[src/hw/rtl/ntcu_pkg.sv]
package ntcu_pkg;

    typedef enum logic [1:0] {
        OP_NONE    = 2'd0,
        OP_INT_INT = 2'd1,
        OP_INT_FLT = 2'd2,
        OP_FLT_INT = 2'd3
    } t_op;

    typedef enum logic [1:0] {
        W8  = 2'd0,
        W16 = 2'd1,
        W32 = 2'd2,
        W64 = 2'd3
    } t_width;

    typedef struct packed {
        t_op         op;
        t_width      dst;
        logic        fsrc64;
        logic [63:0] val;
    } t_cmd;

    localparam int unsigned FifoDepth = 2;

    function automatic logic [63:0] sext(input logic [63:0] v, input t_width w);
        logic [63:0] r;
        case (w)
            W8:      r = {{56{v[7]}}, v[7:0]};
            W16:     r = {{48{v[15]}}, v[15:0]};
            W32:     r = {{32{v[31]}}, v[31:0]};
            default: r = v;
        endcase
        return r;
    endfunction

    function automatic logic [63:0] trunc(input logic [63:0] v, input t_width w);
        logic [63:0] r;
        case (w)
            W8:      r = {56'd0, v[7:0]};
            W16:     r = {48'd0, v[15:0]};
            W32:     r = {32'd0, v[31:0]};
            default: r = v;
        endcase
        return r;
    endfunction

endpackage

[src/hw/rtl/ntcu_front.sv]
module ntcu_front
    import ntcu_pkg::*;
(
    input  logic        i_clk,
    input  logic        i_rst_n,
    input  logic        i_valid,
    output logic        o_ready,
    input  logic [4:0]  i_kind,
    input  logic [63:0] i_src,
    output logic        o_valid,
    input  logic        i_ready,
    output t_cmd        o_cmd
);

    t_cmd r_q [FifoDepth];
    logic [$clog2(FifoDepth)-1:0] r_wp, r_rp;
    logic [$clog2(FifoDepth):0]   r_cnt;
    t_cmd   n_cmd;
    t_op    op;
    t_width sw, dw;
    logic   wr, rd;

    always_comb begin
        op = OP_NONE;
        sw = W8;
        dw = W8;
        case (i_kind)
            5'd0:  begin op = OP_INT_INT; sw = W8;  dw = W16; end
            5'd1:  begin op = OP_INT_INT; sw = W8;  dw = W32; end
            5'd2:  begin op = OP_INT_INT; sw = W8;  dw = W64; end
            5'd3:  begin op = OP_INT_FLT; sw = W8;  dw = W32; end
            5'd4:  begin op = OP_INT_FLT; sw = W8;  dw = W64; end
            5'd5:  begin op = OP_INT_INT; sw = W16; dw = W32; end
            5'd6:  begin op = OP_INT_INT; sw = W16; dw = W64; end
            5'd7:  begin op = OP_INT_FLT; sw = W16; dw = W32; end
            5'd8:  begin op = OP_INT_FLT; sw = W16; dw = W64; end
            5'd9:  begin op = OP_INT_INT; sw = W32; dw = W64; end
            5'd10: begin op = OP_INT_FLT; sw = W32; dw = W32; end
            5'd11: begin op = OP_INT_FLT; sw = W32; dw = W64; end
            5'd12: begin op = OP_INT_FLT; sw = W64; dw = W32; end
            5'd13: begin op = OP_INT_FLT; sw = W64; dw = W64; end
            5'd14: begin op = OP_FLT_INT; sw = W64; dw = W64; end
            5'd15: begin op = OP_FLT_INT; sw = W64; dw = W32; end
            5'd16: begin op = OP_FLT_INT; sw = W64; dw = W16; end
            5'd17: begin op = OP_FLT_INT; sw = W64; dw = W8;  end
            5'd18: begin op = OP_FLT_INT; sw = W32; dw = W64; end
            5'd19: begin op = OP_FLT_INT; sw = W32; dw = W32; end
            5'd20: begin op = OP_FLT_INT; sw = W32; dw = W16; end
            5'd21: begin op = OP_FLT_INT; sw = W32; dw = W8;  end
            5'd22: begin op = OP_INT_INT; sw = W64; dw = W32; end
            5'd23: begin op = OP_INT_INT; sw = W64; dw = W16; end
            5'd24: begin op = OP_INT_INT; sw = W64; dw = W8;  end
            5'd25: begin op = OP_INT_INT; sw = W32; dw = W16; end
            5'd26: begin op = OP_INT_INT; sw = W32; dw = W8;  end
            5'd27: begin op = OP_INT_INT; sw = W16; dw = W8;  end
            default: begin op = OP_NONE; end
        endcase
        n_cmd.op     = op;
        n_cmd.dst    = dw;
        n_cmd.fsrc64 = (sw == W64);
        // floats keep raw bits, integers arrive sign extended
        n_cmd.val    = (op == OP_FLT_INT) ? i_src : sext(i_src, sw);
    end

    assign o_ready = (r_cnt != FifoDepth[$clog2(FifoDepth):0]);
    assign o_valid = (r_cnt != '0);
    assign o_cmd   = r_q[r_rp];
    assign wr      = i_valid && o_ready;
    assign rd      = o_valid && i_ready;

    always_ff @(posedge i_clk) begin
        if (!i_rst_n) begin
            r_wp  <= '0;
            r_rp  <= '0;
            r_cnt <= '0;
        end else begin
            if (wr) r_wp <= r_wp + 1'b1;
            if (rd) r_rp <= r_rp + 1'b1;
            r_cnt <= r_cnt + {{$clog2(FifoDepth){1'b0}}, wr} - {{$clog2(FifoDepth){1'b0}}, rd};
        end
    end

    always_ff @(posedge i_clk) begin
        if (wr) r_q[r_wp] <= n_cmd;
    end

endmodule

[src/hw/rtl/ntcu_back.sv]
module ntcu_back
    import ntcu_pkg::*;
(
    input  logic        i_clk,
    input  logic        i_rst_n,
    input  logic        i_valid,
    output logic        o_ready,
    input  t_cmd        i_cmd,
    output logic        o_valid,
    input  logic        i_ready,
    output logic [63:0] o_result,
    output logic        o_invalid
);

    logic        r_valid;
    logic [63:0] r_res, n_res;
    logic        r_inv, n_inv;

    // int to float
    logic [63:0] mag;
    logic [5:0]  p;
    logic [63:0] norm;
    logic        sgn;
    logic [23:0] m32;
    logic [52:0] m64;
    logic        g, st;
    logic [24:0] r32;
    logic [53:0] r64;
    logic [7:0]  e32;
    logic [10:0] e64;

    // float to int
    logic        fs;
    logic [10:0] fe;
    logic [51:0] ff;
    logic        fnan, finf;
    logic [11:0] x;
    logic [6:0]  nm1;
    logic [63:0] sig, fmag, minv, maxv;

    always_comb begin
        sgn  = i_cmd.val[63];
        mag  = sgn ? (64'd0 - i_cmd.val) : i_cmd.val;
        p    = 6'd0;
        for (int i = 0; i < 64; i++) begin
            if (mag[i]) p = i[5:0];
        end
        norm = mag << (6'd63 - p);
        m32  = norm[63:40];
        m64  = norm[63:11];
        if (i_cmd.dst == W32) begin
            g  = norm[39];
            st = |norm[38:0];
        end else begin
            g  = norm[10];
            st = |norm[9:0];
        end
        r32 = {1'b0, m32} + {24'd0, g && (st || m32[0])};
        r64 = {1'b0, m64} + {53'd0, g && (st || m64[0])};
        e32 = 8'(p) + 8'd127 + {7'd0, r32[24]};
        e64 = 11'(p) + 11'd1023 + {10'd0, r64[53]};

        if (i_cmd.fsrc64) begin
            fs   = i_cmd.val[63];
            fe   = i_cmd.val[62:52];
            ff   = i_cmd.val[51:0];
            fnan = (fe == 11'h7ff) && (ff != 52'd0);
            finf = (fe == 11'h7ff);
            x    = {1'b0, fe} - 12'd1023;
            sig  = {11'd0, 1'b1, ff};
        end else begin
            fs   = i_cmd.val[31];
            fe   = {3'd0, i_cmd.val[30:23]};
            ff   = {i_cmd.val[22:0], 29'd0};
            fnan = (fe == 11'h0ff) && (ff != 52'd0);
            finf = (fe == 11'h0ff);
            x    = {1'b0, fe} - 12'd127;
            sig  = {11'd0, 1'b1, ff};
        end
        case (i_cmd.dst)
            W8:      nm1 = 7'd7;
            W16:     nm1 = 7'd15;
            W32:     nm1 = 7'd31;
            default: nm1 = 7'd63;
        endcase
        minv = 64'd1 << nm1;
        maxv = minv - 64'd1;
        fmag = (x[5:0] >= 6'd52) ? (sig << (x[5:0] - 6'd52)) : (sig >> (6'd52 - x[5:0]));

        n_res = 64'd0;
        n_inv = 1'b0;
        case (i_cmd.op)
            OP_INT_INT: n_res = trunc(i_cmd.val, i_cmd.dst);
            OP_INT_FLT: begin
                if (mag == 64'd0) n_res = 64'd0;
                else if (i_cmd.dst == W32)
                    n_res = {32'd0, sgn, e32, r32[24] ? r32[23:1] : r32[22:0]};
                else
                    n_res = {sgn, e64, r64[53] ? r64[52:1] : r64[51:0]};
            end
            OP_FLT_INT: begin
                if (finf) begin
                    n_inv = 1'b1;
                    n_res = fnan ? 64'd0 : trunc(fs ? minv : maxv, i_cmd.dst);
                end else if (x[11]) begin
                    n_res = 64'd0;
                end else if (x >= {5'd0, nm1}) begin
                    n_inv = !(fs && x == {5'd0, nm1} && ff == 52'd0);
                    n_res = trunc(fs ? minv : maxv, i_cmd.dst);
                end else begin
                    n_res = trunc(fs ? (64'd0 - fmag) : fmag, i_cmd.dst);
                end
            end
            default: n_res = 64'd0;
        endcase
    end

    assign o_ready   = !r_valid || i_ready;
    assign o_valid   = r_valid;
    assign o_result  = r_res;
    assign o_invalid = r_inv;

    always_ff @(posedge i_clk) begin
        if (!i_rst_n) begin
            r_valid <= 1'b0;
        end else if (o_ready) begin
            r_valid <= i_valid;
        end
    end

    always_ff @(posedge i_clk) begin
        if (o_ready && i_valid) begin
            r_res <= n_res;
            r_inv <= n_inv;
        end
    end

endmodule

[src/hw/rtl/numeric_type_cast_unit.sv]
// channel | signals                         | contents
// in      | i_s_tvalid/o_s_tready/i_s_tdata  | kind, source_bits
// out     | o_m_tvalid/i_m_tready/o_m_tdata  | result_bits, invalid
// one request per cycle while i_m_tready is high; decode queue, then result register
// the two-entry queue lets decode and conversion stall independently
// synchronous active-low reset empties the queue and output register
module numeric_type_cast_unit
    import ntcu_pkg::*;
(
    input  logic        i_clk,
    input  logic        i_rst_n,
    input  logic        i_s_tvalid,
    output logic        o_s_tready,
    input  logic [71:0] i_s_tdata,  // kind[4:0], source_bits[68:5], zero pad
    output logic        o_m_tvalid,
    input  logic        i_m_tready,
    output logic [71:0] o_m_tdata   // result_bits[63:0], invalid[64], zero pad
);

    t_cmd        cmd;
    logic        q_valid, q_ready;
    logic [63:0] res;
    logic        inv;

    ntcu_front u_front (
        .i_clk   (i_clk),
        .i_rst_n (i_rst_n),
        .i_valid (i_s_tvalid),
        .o_ready (o_s_tready),
        .i_kind  (i_s_tdata[4:0]),
        .i_src   (i_s_tdata[68:5]),
        .o_valid (q_valid),
        .i_ready (q_ready),
        .o_cmd   (cmd)
    );

    ntcu_back u_back (
        .i_clk     (i_clk),
        .i_rst_n   (i_rst_n),
        .i_valid   (q_valid),
        .o_ready   (q_ready),
        .i_cmd     (cmd),
        .o_valid   (o_m_tvalid),
        .i_ready   (i_m_tready),
        .o_result  (res),
        .o_invalid (inv)
    );

    assign o_m_tdata = {7'd0, inv, res};

endmodule
[config.mk]
export PLATFORM = sky130hd
export DESIGN_NAME = numeric_type_cast_unit
export DESIGN_NICKNAME = d
export VERILOG_FILES = /design/src/hw/rtl/ntcu_pkg.sv /design/src/hw/rtl/ntcu_front.sv /design/src/hw/rtl/ntcu_back.sv /design/src/hw/rtl/numeric_type_cast_unit.sv
export SDC_FILE = /design/constraint.sdc
export NUM_CORES = 2
export LEC_CHECK = 0
export BUFFER_PORTS_ARGS = -buffer_cell sky130_fd_sc_hd__clkbuf_2
export CAP_MARGIN = 20
export CORE_ASPECT_RATIO = 1.2
export CORE_MARGIN = 2
export CORE_UTILIZATION = 50
export DETAILED_ROUTE_END_ITERATION = 10
export GPL_TIMING_DRIVEN = 0
export PLACE_DENSITY = 0.67
export SKIP_CTS_REPAIR_TIMING = 1
export SYNTH_ARGS = -nofsm -noshare
export SYNTH_HDL_FRONTEND = slang
export SYNTH_SLANG_ARGS = --single-unit
[constraint.sdc]
create_clock -name i_clk -period 17.35 [get_ports i_clk]
set_input_delay 0.8675 -clock i_clk [delete_from_list [all_inputs] [get_ports i_clk]]
set_output_delay 0.8675 -clock i_clk [all_outputs]
set_load 0.005 [all_outputs]
==> impl_results.md, run 1 <==
- Top post-synthesis cells by area: edfxtp_1 17%, mux2i_1 8.4%, nand2_1 5.3%, nor2_1 4.4%, a21oi_1 4.0%
- EDFF count, synth: 203
- Main synth FF type: edfxtp_1
- Avg Inst Size Synth: 7.73 µm²
- DIE HEIGHT: 294 µm
- Port bufs: 137
- Vias in the first global route: 45500
- Total grt overflow: 7
- Synth top cells by count: 496 x nand2_1, 413 x nor2_1, 295 x mux2i_1
- Max H-tree Level: 1
- GPL Wtd Cong: 1.23
- Post-synth cell types: 130
- Total CTS buffers: 22
- Clk sinks: 209
- Post-DP Area: 37600 µm²
- Status: stopped before the end
- I/O Pins: 150
- Post-synth top area share: 0.174
- Most common cell in the netlist: nand2_1
- First-pass GRT wire length: 343000 µm
- Root Buffer: clkbuf_16
- Placed wire-length estimate: 182000 µm
- Synth async-reset ratio: 0
- Cell taking the most area after synthesis: edfxtp_1
- Seq/Total Area, Yosys: 0.178
- Halt Stage: 5_1_grt
- DIE WIDTH: 246 µm
- Synthesized flop and latch total: 209
- Largest net degree at the start of global routing: 54
- Setup Slack @ Placement: 2.55 ns
- Syn. warnings: 0
- Stop Error: [ERROR GRT-0116] Global routing finished with congestion. Check the congestion regions in the DRC Viewer.
- Post-synthesis cell area: 35000 µm²
- Max clock buf depth: 3
- Starting Density: 0.504
- Core Rows: 106
- Global-route usage over all layers: 0.656
- Cells after synthesis: 4527
==> kinds of logic after synthesis <==
group                    synth area share
buffers and inverters              0.0584
AND/OR/NAND/NOR                     0.244
flip-flops                          0.178
other                            0.000107
AO/OA/AOI/OAI                       0.298
multiplexers                        0.161
XOR/XNOR                           0.0517
adder cells (fa/ha/maj)           0.00858
==> layer usage <==
layer  GRT overflow  track usage
met4              4        0.620
met5              0       0.0958
met1              0        0.697
met3              0        0.419
met2              3        0.859
==> stage by stage <==
stage,cells,hold WS (ns)
after floorplan,4533,0.475
after global placement,5588,0.525
after detailed placement,5638,0.539
after CTS,5673,0.501
==> run 2: changes to the inputs <==
--- a/config.mk
+++ b/config.mk
@@ -7,12 +7,11 @@
 export LEC_CHECK = 0
 export BUFFER_PORTS_ARGS = -buffer_cell sky130_fd_sc_hd__clkbuf_2
 export CAP_MARGIN = 20
-export CORE_ASPECT_RATIO = 1.2
 export CORE_MARGIN = 2
-export CORE_UTILIZATION = 50
+export CORE_UTILIZATION = 35
 export DETAILED_ROUTE_END_ITERATION = 10
 export GPL_TIMING_DRIVEN = 0
-export PLACE_DENSITY = 0.67
+export PLACE_DENSITY_LB_ADDON = 0.15
 export SKIP_CTS_REPAIR_TIMING = 1
 export SYNTH_ARGS = -nofsm -noshare
 export SYNTH_HDL_FRONTEND = slang
==> run 2 against run 1 <==
  * The flow now finishes, with violations (max-slew violations)
  * Area after synthesis unchanged
  * Synthesized cell count unchanged
==> impl_results.md, run 2 <==
- Vias per cell: 7.44
- CP Launch Type: register
- Seq/Total Area, Yosys: 0.178 (unchanged)
- Main synth FF type: edfxtp_1
- Number of remaining DRC errors: 0
- Starting Density: 0.352 (-0.152)
- Post-Route WL: 257000 µm
- DRT iter0 DRCs: 8155
- Final Hold Fails: 0
- Max H-tree Level: 1 (unchanged)
- DIE HEIGHT: 320 µm (+9.0%)
- Post-DP Area: 38200 µm² (+1.8%)
- Cell taking the most area after synthesis: edfxtp_1
- Avg WL per Cell: 42.1 µm
- Max-Cap Viols: 0
- CP Capture Type: register
- Die area: 103000 µm²
- Router iterations before antenna repair: 9
- GPL Wtd Cong: 1.12 (-9.4%)
- Worst Path Required: 17.63 ns
- CP peak stage delay: 1.29 ns
- Crit-path max FO: 10
- Synth top cells by count: 496 x nand2_1, 413 x nor2_1, 295 x mux2i_1
- Post-synth cell types: 130 (unchanged)
- Design area: 39100 µm²
- Nets: 4864
- EDFF count, synth: 203 (unchanged)
- Final worst-path cycle share: 0.995
- Worst-margin pin slew: 1.50 ns
- Placed Cells: 6025 (+6.9%)
- Root Buffer: clkbuf_16
- Area growth syn-to-layout: 11.6%
- Top reg by flops: u_front.r_q
- Global-route usage over all layers: 0.480
- Crit-path most repeated cell: buf_6
- Routed Antenna Nets: 0
- Antenna violations before repair: 20
- Most frequent cells in the layout: 496 x nand2_1, 410 x nor2_1, 279 x a21oi_1
- Total CTS buffers: 25 (+14%)
- Tmin final: 17.27 ns
- Non-filler cells, final: 6092
- Crit path max-delay cell type: a222oi_1
- Post-synthesis cell area: 35000 µm² (unchanged)
- Total grt overflow: 0
- Most common cell in the netlist: nand2_1
- Setup-failing EPs final: 0
- Slew HR: -0.00112
- Commonest non-fill, non-tap cell in the layout: nand2_1
- Status: finished, violations left
- CP arrival: 17.55 ns
- Clk slew on worst S/H paths: 0.06 ns
- Top post-synthesis cells by area: edfxtp_1 17%, mux2i_1 8.4%, nand2_1 5.3%, nor2_1 4.4%, a21oi_1 4.0%
- Core area: 99600 µm²
- Port bufs: 137 (unchanged)
- Synth async-reset ratio: 0 (unchanged)
- Post-synth top area share: 0.174 (unchanged)
- Worst clock skew: 0.0881 ns
- Avg Inst Size Synth: 7.73 µm² (unchanged)
- Largest net degree at the start of global routing: 61
- Max clock buf depth: 3 (unchanged)
- Synthesized flop and latch total: 209 (unchanged)
- Clk sinks: 209 (unchanged)
- FMAX: 57.9 MHz
- First-pass GRT wire length: 346000 µm
- Pins Over Slew Limit: 3
- Filler cell count: 10500
- Core Rows: 116 (+9.4%)
- RSZ-0062 raised after global routing: no
- Violated checks: max-slew violations
- Layout cells sized above 1: 0.153
- CP Class: reg -> reg
- I/O Pins: 150 (unchanged)
- Setup TNS: 0 ns
- Syn. warnings: 0 (unchanged)
- Via count: 45300
- CTS tree: built
- Max reg flops: 138
- Placed wire-length estimate: 209000 µm (+15%)
- Clk Latency, worst-skew pair: 0.68 ns
- Vias in the first global route: 41200
- DIE WIDTH: 320 µm (+30%)
- Cells after synthesis: 4527 (unchanged)
- HP Class: in -> reg
==> run 2: path summary, 6_finish.rpt <==
kind                          from                   to  slack (ns)  cells past startpoint
hold / removal        i_s_tdata[8]    u_front.r_q[0][3]        0.46                      1
setup reg to reg          register  u_back.o_result[27]        0.08                     42
setup / recovery          register  u_back.o_result[27]        0.08                     42
hold reg to reg   u_front.r_cnt[0]       u_back.o_valid        0.52                      1
==> run 2: final cells by class <==
class | instances | area, µm² | share of cell area
clock inverter | 14 | 97.6 | 0.00250
clock buffer | 31 | 648 | 0.0166
inverter | 57 | 214 | 0.00547
timing repair buffer | 204 | 1410 | 0.0362
buffer | 344 | 1830 | 0.0468
tap | 1298 | 1620 | 0.0416
sequential | 209 | 6220 | 0.159
antenna | 12 | 30.0 | 0.000768
multi-input combinational | 3923 | 27000 | 0.691
==> run 2: through the flow <==
step | utilization | hold slack [ns] | worst slack, ns
detailed placement | 0.384 | 0.512 | 1.29
floorplan | - | 0.475 | 7.73
CTS | 0.391 | 0.443 | 1.18
finish | 0.393 | 0.463 | 0.0822
global route | 0.392 | 0.459 | 0.388
global placement | 0.375 | 0.500 | 0.610
==> run 2: logic make-up after synthesis <==
kind of cell,share of synthesized area
AOI/OAI and AO/OA,0.298
xor gates and xnor gates,0.0517
adders and majority gates,0.00858
buffers and inverters,0.0584
DFF,0.178
muxes,0.161
other,0.000107
and+or+nand+nor,0.244
==> run 2: worst max-delay path, delay by kind of cell (launching register included) <==
| kind | cells | cell delay (ns) |
|---|---|---|
| AND/OR/NAND/NOR | 7 | 3.06 |
| AO/OA/AOI/OAI | 12 | 6.42 |
| adder cells (fa/ha/maj) | 3 | 0.94 |
| multiplexers | 2 | 1.13 |
| flip-flops | 1 | 0.55 |
| XOR/XNOR | 1 | 0.11 |
| buffers and inverters | 17 | 4.56 |
==> run 2: metal layers <==
| layer | global-route usage | wire [µm] |
|---|---|---|
| met1 | 0.613 | 97500 |
| met2 | 0.679 | 102000 |
| met3 | 0.178 | 36500 |
| met4 | 0.304 | 20800 |
| met5 | 0 | 108 |
Power of run 2 is not shown: default switching activity piles up to over one toggle a cycle in this logic, so the estimate is an artifact.
